===== src/lce_pkg.sv =====
// Shared types and constants for the LRU cache with batch eviction.
package lce_pkg;

    // Defaults for the top-level parameters
    localparam int MAX_BATCH_DEF = 8;
    localparam int MAX_LINES_DEF = 8;
    localparam int ID_WIDTH_DEF  = 16;

    // Fixed field widths
    localparam int ACC_ID_W   = 16;
    localparam int MISS_W     = 32;
    localparam int CFG_W      = 4;
    localparam int CFG_IDX_W  = 1;

    // Register indexes
    localparam logic [CFG_IDX_W-1:0] CFG_BATCH_SIZE   = 1'b0;
    localparam logic [CFG_IDX_W-1:0] CFG_LINES_IN_USE = 1'b1;

    // Register reset values
    localparam logic [CFG_W-1:0] BATCH_RST = 4'd4;
    localparam logic [CFG_W-1:0] LINES_RST = 4'd8;

    // Result kinds
    localparam logic KIND_ACCESS = 1'b0;
    localparam logic KIND_EVICT  = 1'b1;

    typedef enum logic [2:0] {
        ST_IDLE,
        ST_SCAN,
        ST_MISS,
        ST_EVICT_RD,
        ST_EVICT_OUT,
        ST_SHIFT,
        ST_WRITE,
        ST_RESULT
    } t_state;

    // Controller to datapath
    typedef struct packed {
        logic start;       // latch new id, rewind pointer
        logic rd;          // read tag store at pointer, advance pointer
        logic hit;         // match found: set up shift by one
        logic miss;        // bump miss counter, set up eviction
        logic shift_wr;    // write read data down by shift amount
        logic wr_tail;     // write id as most recent, update count
        logic out_evict;   // load eviction word into output register
        logic out_access;  // load access word into output register
    } t_cmd;

    // Datapath to controller
    typedef struct packed {
        logic rvalid;       // read data present this cycle
        logic match;        // read data equals current id
        logic ptr_lt_cnt;   // pointer below resident count
        logic ptr_eq_shift; // pointer reached eviction count
        logic full;         // resident count at or above capacity
        logic out_free;     // output register can take a word
    } t_status;

endpackage


===== src/lce_in_if.sv =====
// Input channel: one entry id per word.
interface lce_in_if;
    logic                          valid;
    logic                          ready;
    logic [lce_pkg::ACC_ID_W-1:0]  access_id;

    modport source (output valid, output access_id, input ready);
    modport sink   (input valid, input access_id, output ready);
endinterface


===== src/lce_out_if.sv =====
// Output channel: access results and eviction notices.
interface lce_out_if;
    logic                          valid;
    logic                          ready;
    logic                          kind;
    logic [lce_pkg::ACC_ID_W-1:0]  result_id;
    logic                          hit;
    logic [lce_pkg::MISS_W-1:0]     miss_count;
    logic                          last;

    modport source (output valid, output kind, output result_id, output hit,
                    output miss_count, output last, input ready);
    modport sink   (input valid, input kind, input result_id, input hit,
                    input miss_count, input last, output ready);
endinterface


===== src/lce_ctrl.sv =====
// Controller state machine sequencing lookup, eviction, compaction and insert.
module lce_ctrl (
    input  logic             i_clk,
    input  logic             i_rst_n,
    input  logic             i_in_valid,
    output logic             o_in_ready,
    input  lce_pkg::t_status i_st,
    output lce_pkg::t_cmd    o_cmd
);

    lce_pkg::t_state r_state, n_state;

    always_ff @(posedge i_clk) begin
        if (!i_rst_n) begin
            r_state <= lce_pkg::ST_IDLE;
        end else begin
            r_state <= n_state;
        end
    end

    always_comb begin
        n_state    = r_state;
        o_cmd      = '0;
        o_in_ready = 1'b0;
        unique case (r_state)
            lce_pkg::ST_IDLE: begin
                o_in_ready = 1'b1;
                if (i_in_valid) begin
                    o_cmd.start = 1'b1;
                    n_state     = lce_pkg::ST_SCAN;
                end
            end
            lce_pkg::ST_SCAN: begin
                priority if (i_st.match) begin
                    o_cmd.hit = 1'b1;
                    n_state   = lce_pkg::ST_SHIFT;
                end else if (i_st.ptr_lt_cnt) begin
                    o_cmd.rd = 1'b1;
                end else if (!i_st.rvalid) begin
                    n_state = lce_pkg::ST_MISS;
                end
            end
            lce_pkg::ST_MISS: begin
                o_cmd.miss = 1'b1;
                n_state    = i_st.full ? lce_pkg::ST_EVICT_RD : lce_pkg::ST_WRITE;
            end
            lce_pkg::ST_EVICT_RD: begin
                o_cmd.rd = 1'b1;
                n_state  = lce_pkg::ST_EVICT_OUT;
            end
            lce_pkg::ST_EVICT_OUT: begin
                if (i_st.out_free) begin
                    o_cmd.out_evict = 1'b1;
                    n_state = i_st.ptr_eq_shift ? lce_pkg::ST_SHIFT : lce_pkg::ST_EVICT_RD;
                end
            end
            lce_pkg::ST_SHIFT: begin
                o_cmd.shift_wr = i_st.rvalid;
                o_cmd.rd       = i_st.ptr_lt_cnt;
                if (!i_st.ptr_lt_cnt && !i_st.rvalid) begin
                    n_state = lce_pkg::ST_WRITE;
                end
            end
            lce_pkg::ST_WRITE: begin
                o_cmd.wr_tail = 1'b1;
                n_state       = lce_pkg::ST_RESULT;
            end
            lce_pkg::ST_RESULT: begin
                if (i_st.out_free) begin
                    o_cmd.out_access = 1'b1;
                    n_state          = lce_pkg::ST_IDLE;
                end
            end
            default: n_state = lce_pkg::ST_IDLE;
        endcase
    end

endmodule


===== src/lce_dpath.sv =====
// Datapath: recency-ordered tag memory, counters, config and output register.
module lce_dpath #(
    parameter int MAX_BATCH = lce_pkg::MAX_BATCH_DEF,
    parameter int MAX_LINES = lce_pkg::MAX_LINES_DEF,
    parameter int ID_WIDTH  = lce_pkg::ID_WIDTH_DEF
) (
    input  logic                            i_clk,
    input  logic                            i_rst_n,
    input  logic [lce_pkg::ACC_ID_W-1:0]    i_access_id,
    input  logic                            i_cfg_we,
    input  logic [lce_pkg::CFG_IDX_W-1:0]   i_cfg_idx,
    input  logic [lce_pkg::CFG_W-1:0]       i_cfg_data,
    input  lce_pkg::t_cmd                   i_cmd,
    output lce_pkg::t_status                o_st,
    input  logic                            i_out_ready,
    output logic                            o_out_valid,
    output logic                            o_out_kind,
    output logic [lce_pkg::ACC_ID_W-1:0]    o_out_id,
    output logic                            o_out_hit,
    output logic [lce_pkg::MISS_W-1:0]      o_out_miss,
    output logic                            o_out_last
);

    localparam int SLOTS = MAX_BATCH * MAX_LINES;
    localparam int IDX_W = (SLOTS > 1) ? $clog2(SLOTS) : 1;
    localparam int CNT_W = $clog2(SLOTS + 1);
    localparam int BW    = $clog2(MAX_BATCH + 1);
    localparam int LW    = $clog2(MAX_LINES + 1);
    localparam int TAG_W = (ID_WIDTH < lce_pkg::ACC_ID_W) ? ID_WIDTH : lce_pkg::ACC_ID_W;

    // Tag memory, slot 0 holds the oldest resident
    logic [TAG_W-1:0] r_tag_mem [SLOTS];

    logic [lce_pkg::CFG_W-1:0]  r_batch, r_lines;
    logic [TAG_W-1:0]           r_tag;
    logic [TAG_W-1:0]           r_rdata;
    logic                       r_rvalid;
    logic [CNT_W-1:0]           r_ridx;
    logic [CNT_W-1:0]           r_ptr;
    logic [CNT_W-1:0]           r_shift;
    logic [CNT_W-1:0]           r_count;
    logic [lce_pkg::MISS_W-1:0] r_misses;
    logic                       r_hit;

    logic                       r_out_valid;
    logic                       r_out_kind;
    logic [lce_pkg::ACC_ID_W-1:0] r_out_id;
    logic                       r_out_hit;
    logic [lce_pkg::MISS_W-1:0] r_out_miss;
    logic                       r_out_last;

    logic [BW-1:0]    batch_eff;
    logic [LW-1:0]    lines_eff;
    logic [CNT_W-1:0] cap;
    logic [CNT_W-1:0] evict_cnt;
    logic             out_free;
    logic             wr_en;
    logic [CNT_W-1:0] wr_addr;
    logic [TAG_W-1:0] wr_data;

    // Registers saturate into their legal range; zero acts as one
    always_comb begin
        if (r_batch == '0) begin
            batch_eff = BW'(1);
        end else if (32'(r_batch) > MAX_BATCH) begin
            batch_eff = BW'(MAX_BATCH);
        end else begin
            batch_eff = BW'(r_batch);
        end
        if (r_lines == '0) begin
            lines_eff = LW'(1);
        end else if (32'(r_lines) > MAX_LINES) begin
            lines_eff = LW'(MAX_LINES);
        end else begin
            lines_eff = LW'(r_lines);
        end
    end

    assign cap       = CNT_W'(batch_eff) * CNT_W'(lines_eff);
    assign evict_cnt = (CNT_W'(batch_eff) < r_count) ? CNT_W'(batch_eff) : r_count;
    assign out_free  = !r_out_valid || i_out_ready;

    assign o_st.rvalid       = r_rvalid;
    assign o_st.match        = r_rvalid && (r_rdata == r_tag);
    assign o_st.ptr_lt_cnt   = r_ptr < r_count;
    assign o_st.ptr_eq_shift = r_ptr == r_shift;
    assign o_st.full         = r_count >= cap;
    assign o_st.out_free     = out_free;

    // Single write port: compaction moves or tail insert
    always_comb begin
        wr_en   = i_cmd.shift_wr || i_cmd.wr_tail;
        wr_data = i_cmd.shift_wr ? r_rdata : r_tag;
        priority if (i_cmd.shift_wr) begin
            wr_addr = r_ridx - r_shift;
        end else if (r_hit) begin
            wr_addr = r_count - CNT_W'(1);
        end else begin
            wr_addr = r_count - r_shift;
        end
    end

    always_ff @(posedge i_clk) begin
        if (wr_en) begin
            r_tag_mem[wr_addr[IDX_W-1:0]] <= wr_data;
        end
    end

    always_ff @(posedge i_clk) begin
        if (i_cmd.rd) begin
            r_rdata <= r_tag_mem[r_ptr[IDX_W-1:0]];
            r_ridx  <= r_ptr;
        end
    end

    // Control registers
    always_ff @(posedge i_clk) begin
        if (!i_rst_n) begin
            r_batch     <= lce_pkg::BATCH_RST;
            r_lines     <= lce_pkg::LINES_RST;
            r_count     <= '0;
            r_misses    <= '0;
            r_rvalid    <= 1'b0;
            r_out_valid <= 1'b0;
        end else begin
            if (i_cfg_we) begin
                unique case (i_cfg_idx)
                    lce_pkg::CFG_BATCH_SIZE:   r_batch <= i_cfg_data;
                    lce_pkg::CFG_LINES_IN_USE: r_lines <= i_cfg_data;
                    default: ;
                endcase
            end
            r_rvalid <= i_cmd.rd;
            if (i_cmd.miss) begin
                r_misses <= r_misses + lce_pkg::MISS_W'(1);
            end
            if (i_cmd.wr_tail && !r_hit) begin
                r_count <= r_count - r_shift + CNT_W'(1);
            end
            if (i_cmd.out_evict || i_cmd.out_access) begin
                r_out_valid <= 1'b1;
            end else if (i_out_ready) begin
                r_out_valid <= 1'b0;
            end
        end
    end

    // Working registers
    always_ff @(posedge i_clk) begin
        priority if (i_cmd.start) begin
            r_tag <= i_access_id[TAG_W-1:0];
            r_ptr <= '0;
        end else if (i_cmd.hit) begin
            r_ptr   <= r_ridx + CNT_W'(1);
            r_shift <= CNT_W'(1);
            r_hit   <= 1'b1;
        end else if (i_cmd.miss) begin
            r_ptr   <= '0;
            r_shift <= o_st.full ? evict_cnt : '0;
            r_hit   <= 1'b0;
        end else if (i_cmd.rd) begin
            r_ptr <= r_ptr + CNT_W'(1);
        end
    end

    // Output word register
    always_ff @(posedge i_clk) begin
        if (i_cmd.out_evict) begin
            r_out_kind <= lce_pkg::KIND_EVICT;
            r_out_id   <= lce_pkg::ACC_ID_W'(r_rdata);
            r_out_hit  <= 1'b0;
            r_out_miss <= '0;
            r_out_last <= 1'b0;
        end else if (i_cmd.out_access) begin
            r_out_kind <= lce_pkg::KIND_ACCESS;
            r_out_id   <= lce_pkg::ACC_ID_W'(r_tag);
            r_out_hit  <= r_hit;
            r_out_miss <= r_misses;
            r_out_last <= 1'b1;
        end
    end

    assign o_out_valid = r_out_valid;
    assign o_out_kind  = r_out_kind;
    assign o_out_id    = r_out_id;
    assign o_out_hit   = r_out_hit;
    assign o_out_miss  = r_out_miss;
    assign o_out_last  = r_out_last;

    a_count_bound: assert property (@(posedge i_clk) disable iff (!i_rst_n)
        r_count <= CNT_W'(SLOTS))
        else $error("resident count above slot count");

    a_out_no_overwrite: assert property (@(posedge i_clk) disable iff (!i_rst_n)
        (i_cmd.out_evict || i_cmd.out_access) |-> out_free)
        else $error("output word overwritten while stalled");

    a_shift_down: assert property (@(posedge i_clk) disable iff (!i_rst_n)
        i_cmd.shift_wr |-> (r_ridx >= r_shift && r_ridx < r_count))
        else $error("compaction write out of range");

    a_miss_step: assert property (@(posedge i_clk) disable iff (!i_rst_n)
        i_cmd.miss |=> (r_misses == $past(r_misses) + lce_pkg::MISS_W'(1)))
        else $error("miss counter did not advance");

endmodule


===== src/lru_cache_batch_evict.sv =====
// Top level: fully associative LRU tag store with batch eviction.
// Usage
//   i_in_ch  : one entry id per word (valid/ready). Low ID_WIDTH bits are the tag.
//   o_out_ch : result words. Each access ends with one word of kind 0 (hit flag,
//              running miss count, last=1). A miss on a full store (resident count
//              at or above batch_size*lines_in_use) is preceded by one kind 1 word
//              per evicted id, oldest first, with last=0.
//   cfg port : i_cfg_we/i_cfg_idx/i_cfg_data write batch_size (0) or lines_in_use
//              (1); write only while idle. Out-of-range values saturate.
// Sequence
//   The tag memory is scanned oldest to newest through its single read port, then
//   entries above the hit (or the evicted batch) move down one per cycle.
// Reset
//   Synchronous, active low: store empty, miss count zero, batch_size 4,
//   lines_in_use 8. No memory clearing pass; only entries below the count are read.
// Stall
//   Results sit in an output register; a stalled receiver holds the sequencer at
//   its next result word, and the input stays not ready until the access is done.
module lru_cache_batch_evict #(
    parameter int MAX_BATCH = lce_pkg::MAX_BATCH_DEF,
    parameter int MAX_LINES = lce_pkg::MAX_LINES_DEF,
    parameter int ID_WIDTH  = lce_pkg::ID_WIDTH_DEF
) (
    input  logic                          i_clk,
    input  logic                          i_rst_n,
    lce_in_if.sink                        i_in_ch,
    lce_out_if.source                     o_out_ch,
    input  logic                          i_cfg_we,
    input  logic [lce_pkg::CFG_IDX_W-1:0] i_cfg_idx,
    input  logic [lce_pkg::CFG_W-1:0]     i_cfg_data
);

    lce_pkg::t_cmd    cmd;
    lce_pkg::t_status st;

    // Sequencer
    lce_ctrl u_ctrl (
        .i_clk      (i_clk),
        .i_rst_n    (i_rst_n),
        .i_in_valid (i_in_ch.valid),
        .o_in_ready (i_in_ch.ready),
        .i_st       (st),
        .o_cmd      (cmd)
    );

    // Tag memory, counters and output word
    lce_dpath #(
        .MAX_BATCH (MAX_BATCH),
        .MAX_LINES (MAX_LINES),
        .ID_WIDTH  (ID_WIDTH)
    ) u_dpath (
        .i_clk       (i_clk),
        .i_rst_n     (i_rst_n),
        .i_access_id (i_in_ch.access_id),
        .i_cfg_we    (i_cfg_we),
        .i_cfg_idx   (i_cfg_idx),
        .i_cfg_data  (i_cfg_data),
        .i_cmd       (cmd),
        .o_st        (st),
        .i_out_ready (o_out_ch.ready),
        .o_out_valid (o_out_ch.valid),
        .o_out_kind  (o_out_ch.kind),
        .o_out_id    (o_out_ch.result_id),
        .o_out_hit   (o_out_ch.hit),
        .o_out_miss  (o_out_ch.miss_count),
        .o_out_last  (o_out_ch.last)
    );

endmodule


===== src/flat_wrapper.sv =====
// flat-port wrapper written by rule: the top's interface ports become plain ports
module lru_cache_batch_evict_flat 
#(
    parameter int MAX_BATCH = lce_pkg::MAX_BATCH_DEF,
    parameter int MAX_LINES = lce_pkg::MAX_LINES_DEF,
    parameter int ID_WIDTH  = lce_pkg::ID_WIDTH_DEF
)
  (i_clk, i_rst_n, i_cfg_we, i_cfg_idx, i_cfg_data, i_in_ch_valid, i_in_ch_access_id, i_in_ch_ready, o_out_ch_valid, o_out_ch_kind, o_out_ch_result_id, o_out_ch_hit, o_out_ch_miss_count, o_out_ch_last, o_out_ch_ready);
  lce_in_if i_in_ch_i ();
  lce_out_if o_out_ch_i ();
  input  logic i_clk;
  input  logic i_rst_n;
  input  logic i_cfg_we;
  input  logic [lce_pkg::CFG_IDX_W-1:0] i_cfg_idx;
  input  logic [lce_pkg::CFG_W-1:0] i_cfg_data;
  input wire logic [$bits(i_in_ch_i.valid)-1:0] i_in_ch_valid;
  input wire logic [$bits(i_in_ch_i.access_id)-1:0] i_in_ch_access_id;
  output wire logic [$bits(i_in_ch_i.ready)-1:0] i_in_ch_ready;
  output wire logic [$bits(o_out_ch_i.valid)-1:0] o_out_ch_valid;
  output wire logic [$bits(o_out_ch_i.kind)-1:0] o_out_ch_kind;
  output wire logic [$bits(o_out_ch_i.result_id)-1:0] o_out_ch_result_id;
  output wire logic [$bits(o_out_ch_i.hit)-1:0] o_out_ch_hit;
  output wire logic [$bits(o_out_ch_i.miss_count)-1:0] o_out_ch_miss_count;
  output wire logic [$bits(o_out_ch_i.last)-1:0] o_out_ch_last;
  input wire logic [$bits(o_out_ch_i.ready)-1:0] o_out_ch_ready;
  assign i_in_ch_i.valid = i_in_ch_valid;
  assign i_in_ch_i.access_id = i_in_ch_access_id;
  assign i_in_ch_ready = i_in_ch_i.ready;
  assign o_out_ch_valid = o_out_ch_i.valid;
  assign o_out_ch_kind = o_out_ch_i.kind;
  assign o_out_ch_result_id = o_out_ch_i.result_id;
  assign o_out_ch_hit = o_out_ch_i.hit;
  assign o_out_ch_miss_count = o_out_ch_i.miss_count;
  assign o_out_ch_last = o_out_ch_i.last;
  assign o_out_ch_i.ready = o_out_ch_ready;
  lru_cache_batch_evict #(.MAX_BATCH(MAX_BATCH), .MAX_LINES(MAX_LINES), .ID_WIDTH(ID_WIDTH)) u_core (.i_clk(i_clk), .i_rst_n(i_rst_n), .i_in_ch(i_in_ch_i), .o_out_ch(o_out_ch_i), .i_cfg_we(i_cfg_we), .i_cfg_idx(i_cfg_idx), .i_cfg_data(i_cfg_data));
endmodule

===== config.mk =====
export PLATFORM = sky130hd
export DESIGN_NAME = lru_cache_batch_evict_flat
export DESIGN_NICKNAME = d
export VERILOG_FILES = /design/src/lce_pkg.sv /design/src/lce_in_if.sv /design/src/lce_out_if.sv /design/src/lce_ctrl.sv /design/src/lce_dpath.sv /design/src/lru_cache_batch_evict.sv /design/src/flat_wrapper.sv
export SDC_FILE = /design/constraint.sdc
export NUM_CORES = 1
export LEC_CHECK = 0
export CORE_MARGIN = 3
export CORE_UTILIZATION = 63
export DETAILED_ROUTE_END_ITERATION = 8
export DONT_BUFFER_PORTS = 1
export GPL_TIMING_DRIVEN = 0
export PLACE_DENSITY = 0.82
export REMOVE_ABC_BUFFERS = 1
export SKIP_CTS_REPAIR_TIMING = 1
export SYNTH_ARGS = -nofsm -noshare
export SYNTH_HDL_FRONTEND = slang
export SYNTH_SLANG_ARGS = --single-unit

===== constraint.sdc =====
create_clock -name i_clk -period 4.9 [get_ports i_clk]
set_input_delay 0.49 -clock i_clk [delete_from_list [all_inputs] [get_ports i_clk]]
set_output_delay 0.49 -clock i_clk [all_outputs]
set_load 0.02 [all_outputs]

==> results.json <==
{
  "status": "finished with violations",
  "violations": "negative hold slack, max-capacitance violations, max-slew violations, negative setup slack",
  "yosys.area.top_type_share_pct": 68.4,
  "crit_chain": "inv_1 -> ha_1 -> inv_1 -> fa_1 -> a21oi_1 -> o21ai_0 -> or3_1 -> a22oi_1 -> o211ai_2 -> nor3_2 -> buf_6",
  "synth-seq-cells": 1181,
  "syn_inst": 2516,
  "htree_levels": 3,
  "p_leak_uw": 0.0172,
  "io_pins": 79,
  "routabilityCongestion": 0.842,
  "min_period_ns": 5.04,
  "crit_top_cell": "inv_1",
  "r2r-start": "u_core.u_dpath.r_count[0]$_SDFFE_PN0P_",
  "dp_cells": 3475,
  "hold_depth": 2,
  "synthFlopType": "edfxtp_1",
  "pre_cts_slack_ns": 0.340,
  "async_flop_share_pct": 0,
  "synth_edf_count": 1087,
  "routed_via_density": 7.45,
  "finalCritPeriodShare_pct": 103,
  "tightest_slew_ns": 1.54,
  "seq_area_frac_synth_pct": 72.4,
  "mostFrequentLayoutCell": "edfxtp_1",
  "drt-initial-drc-count": 4620,
  "vdd_ir_drop_max_mv": 0.333,
  "die_w_um": 281,
  "critPathBufInv": 3,
  "dieArea_sq_um": 79000,
  "gr-total-overflow": 0,
  "grt_use_total_pct": 32.9,
  "critPathKind": "register to register",
  "clockBufferDepth": 3,
  "arrival_ns": 5.42,
  "rsz0062_at_grt": "true",
  "clock-sinks": 1181,
  "r2r_slack_ns": -0.14,
  "area_growth_pct": 14.1,
  "wirelength_mm": 135,
  "cpLargestDelayFamily": "simple AND/OR/NAND/NOR gates",
  "grt_pass1_vias": 26900,
  "clkTransAtPathRegs_ns": 0.07,
  "critPathLaunchType": "register",
  "fmax_mhz": 198,
  "postPlaceCellArea_sq_um": 50500,
  "drive_gt1_share_pct": 26.4,
  "cpMaxStageDelayCell": "nor3_2",
  "die_h_um": 281,
  "stdcell_count": 3703,
  "total_power_uw": 27400,
  "final-setup-viol-count": 16,
  "final_hold_viol_count": 2,
  "rows": 100,
  "cts_tree": "done",
  "port_buffers": 0,
  "numCtsBuffers": 108,
  "ys_warn_count": 0,
  "required_ns": 5.27,
  "design_area_sq_um": 54400,
  "regToRegEndpoint": "u_core.u_dpath.r_tag_mem[52][11]$_DFFE_PP_",
  "avgSynthCellArea_sq_um": 19.0,
  "grt_pass1_wl_mm": 186,
  "netlist_area_sq_um": 47700,
  "timing.slew.headroom_pct": -2.73,
  "r2r_cells": 11,
  "fin_nets": 2715,
  "avgRoutedWirePerCell_um": 36.3,
  "synth_top_cell_by_area": "edfxtp_1",
  "max_cap_violations": 1,
  "place_hpwl_mm": 75.2,
  "grt_antenna_before_repair": 9,
  "slew_violations": 17,
  "final_cell_mix": "1087 x edfxtp_1, 302 x mux4_2, 156 x nand2_1",
  "vias": 27600,
  "worstPathMaxFanout": 16,
  "worst_hold_slack_ns": -0.0159,
  "cts-root-buf": "clkbuf_16",
  "clock-skew-final_ns": 0.0437,
  "nFillCells": 3791,
  "holdCritStartpoint": "i_cfg_data[3]",
  "drtPass1Iterations": 8,
  "final.setup.worst_slack_ns": -0.145,
  "core_sq_um": 74700,
  "synthTopCellsByArea": "edfxtp_1 68%, mux4_2 14%, dfxtp_1 3.9%, nand2_1 1.4%, ha_1 1.1%",
  "cp_slowest_stage_delay_ns": 1.25,
  "power_density_nw_per_um2": 504,
  "start_util_pct": 63.9,
  "cp-end-kind": "register",
  "ant_nets": 0,
  "yosys.cell_types.count": 69,
  "clock_latency_ns": 0.70,
  "holdPathEnd": "u_core.u_dpath.r_batch[3]$_SDFFE_PN0P_",
  "post-route-drc-count": 0,
  "hp-class": "primary input to register",
  "grt_max_degree": 64
}
worst register-to-register path: cells and delay by family (launching register included):
family | cells | cell delay (ns)
DFF | 1 | 0.38
AOI/OAI and AO/OA | 4 | 1.56
adders and majority gates | 2 | 0.64
buffers and inverters | 3 | 0.48
and+or+nand+nor | 2 | 1.69
state kept, by name (all words and copies together) (netlist names):
| register | cells |
|---|---|
| u_core.u_dpath.r_shift | 7 |
| u_core.u_dpath.r_batch | 4 |
| u_core.u_dpath.r_misses | 32 |
| u_core.u_dpath.o_out_miss | 32 |
| u_core.u_dpath.r_tag | 16 |
| u_core.u_dpath.r_rvalid | 1 |
| u_core.u_dpath.r_rdata | 16 |
| u_core.u_dpath.r_ptr | 7 |
| u_core.u_dpath.r_lines | 4 |
| u_core.u_dpath.o_out_last | 1 |
| u_core.u_ctrl.r_state | 3 |
| u_core.u_dpath.o_out_id | 16 |
| u_core.u_dpath.o_out_kind | 1 |
| u_core.u_dpath.o_out_hit | 1 |
| u_core.u_dpath.r_count | 7 |
| u_core.u_dpath.r_ridx | 7 |
| u_core.u_dpath.r_tag_mem | 1024 |
| u_core.u_dpath.r_hit | 1 |
| u_core.u_dpath.o_out_valid | 1 |
cells in the mapped netlist (all sizes together) (7+ instances only):
master / instances
a211oi: 19
nand4: 13
buf: 76
nand2: 172
nand2b: 19
nor2b: 15
a221o: 7
and3: 11
edfxtp: 1087
a2111oi: 9
nor3: 76
xor2: 45
dfxtp: 94
a21oi: 69
clkbuf: 61
mux2i: 47
xnor2: 34
nor2: 71
and2: 16
mux4: 302
nor4: 8
nand3: 29
o21a: 7
mux2: 26
a22oi: 7
ha: 42
or3: 9
o21ai: 33
inv: 40
how the worst max path moves through the flow:
stage                                      startpoint                                         end  depth (start not counted)
2_1_floorplan    u_core.u_dpath.r_ptr[0]$_SDFFE_PP0P_         u_core.u_dpath.r_rdata[1]$_DFFE_PP_                          5
3_3_place_gp     u_core.u_dpath.r_ptr[0]$_SDFFE_PP0P_        u_core.u_dpath.r_rdata[11]$_DFFE_PP_                          5
3_5_place_dp    u_core.u_ctrl.r_state[0]$_SDFFE_PN0P_  u_core.u_dpath.r_tag_mem[54][11]$_DFFE_PP_                          6
4_1_cts         u_core.u_ctrl.r_state[0]$_SDFFE_PN0P_  u_core.u_dpath.r_tag_mem[54][11]$_DFFE_PP_                          6
5_1_grt        u_core.u_dpath.r_count[0]$_SDFFE_PN0P_  u_core.u_dpath.r_tag_mem[52][11]$_DFFE_PP_                         11
6_report       u_core.u_dpath.r_count[0]$_SDFFE_PN0P_  u_core.u_dpath.r_tag_mem[52][11]$_DFFE_PP_                         11
metal layers:
layer | vias to the layer above | wire, um | GRT usage (%)
met5 | - | 69 | 0
met4 | 10 | 8520 | 15.0
met3 | 583 | 17000 | 7.39
met2 | 2746 | 64700 | 52.9
met1 | 13900 | 44200 | 43.8
li1 | 10400 | - | -
logic make-up (layout without fill, tap and decap cells):
logic type / count (synthesis) / in the layout / synth area share (%)
adders and majority gates: 48 / 48 / 1.35
buffers and inverters: 178 / 389 / 1.68
muxes: 375 / 375 / 15.9
other: 1 / 8 / 0.00786
AOI/OAI and AO/OA: 192 / 192 / 2.62
and+or+nand+nor: 462 / 462 / 4.64
xor gates and xnor gates: 79 / 79 / 1.45
DFF: 1181 / 1181 / 72.4
where the power goes:
part	internal [uW]	leakage (uW)	switching, uW	total [uW]
clock	4750	0.00173	3820	8570
sequential	11700	0.0105	459	12200
combinational	2710	0.00495	3940	6660
total	19200	0.0172	8220	27400
area by class of cell:
type	count	area, sq um	area share [%]
well taps	969	1210	2.23
clock inverters	65	612	1.12
inverters	41	154	0.283
clock buffers	133	2910	5.35
diodes	5	12.5	0.0230
flip-flops and latches	1181	34500	63.5
repair buffers	150	2140	3.93
multi-input cells	1159	12800	23.6
stage by stage:
| step | utilization (%) | setup TNS [ns] | hold WS [ns] |
|---|---|---|---|
| after floorplan | - | -353.60 | 0.436 |
| after global placement | 64.6 | -1644.73 | 0.454 |
| after detailed placement | 67.7 | 0 | 0.468 |
| after CTS | 72.4 | 0 | -0.134 |
| after global routing | 72.8 | -2.76 | 0.00208 |
| final | 72.8 | -1.61 | -0.0159 |
No activity file was read; power rests on OpenSTA's default activity.
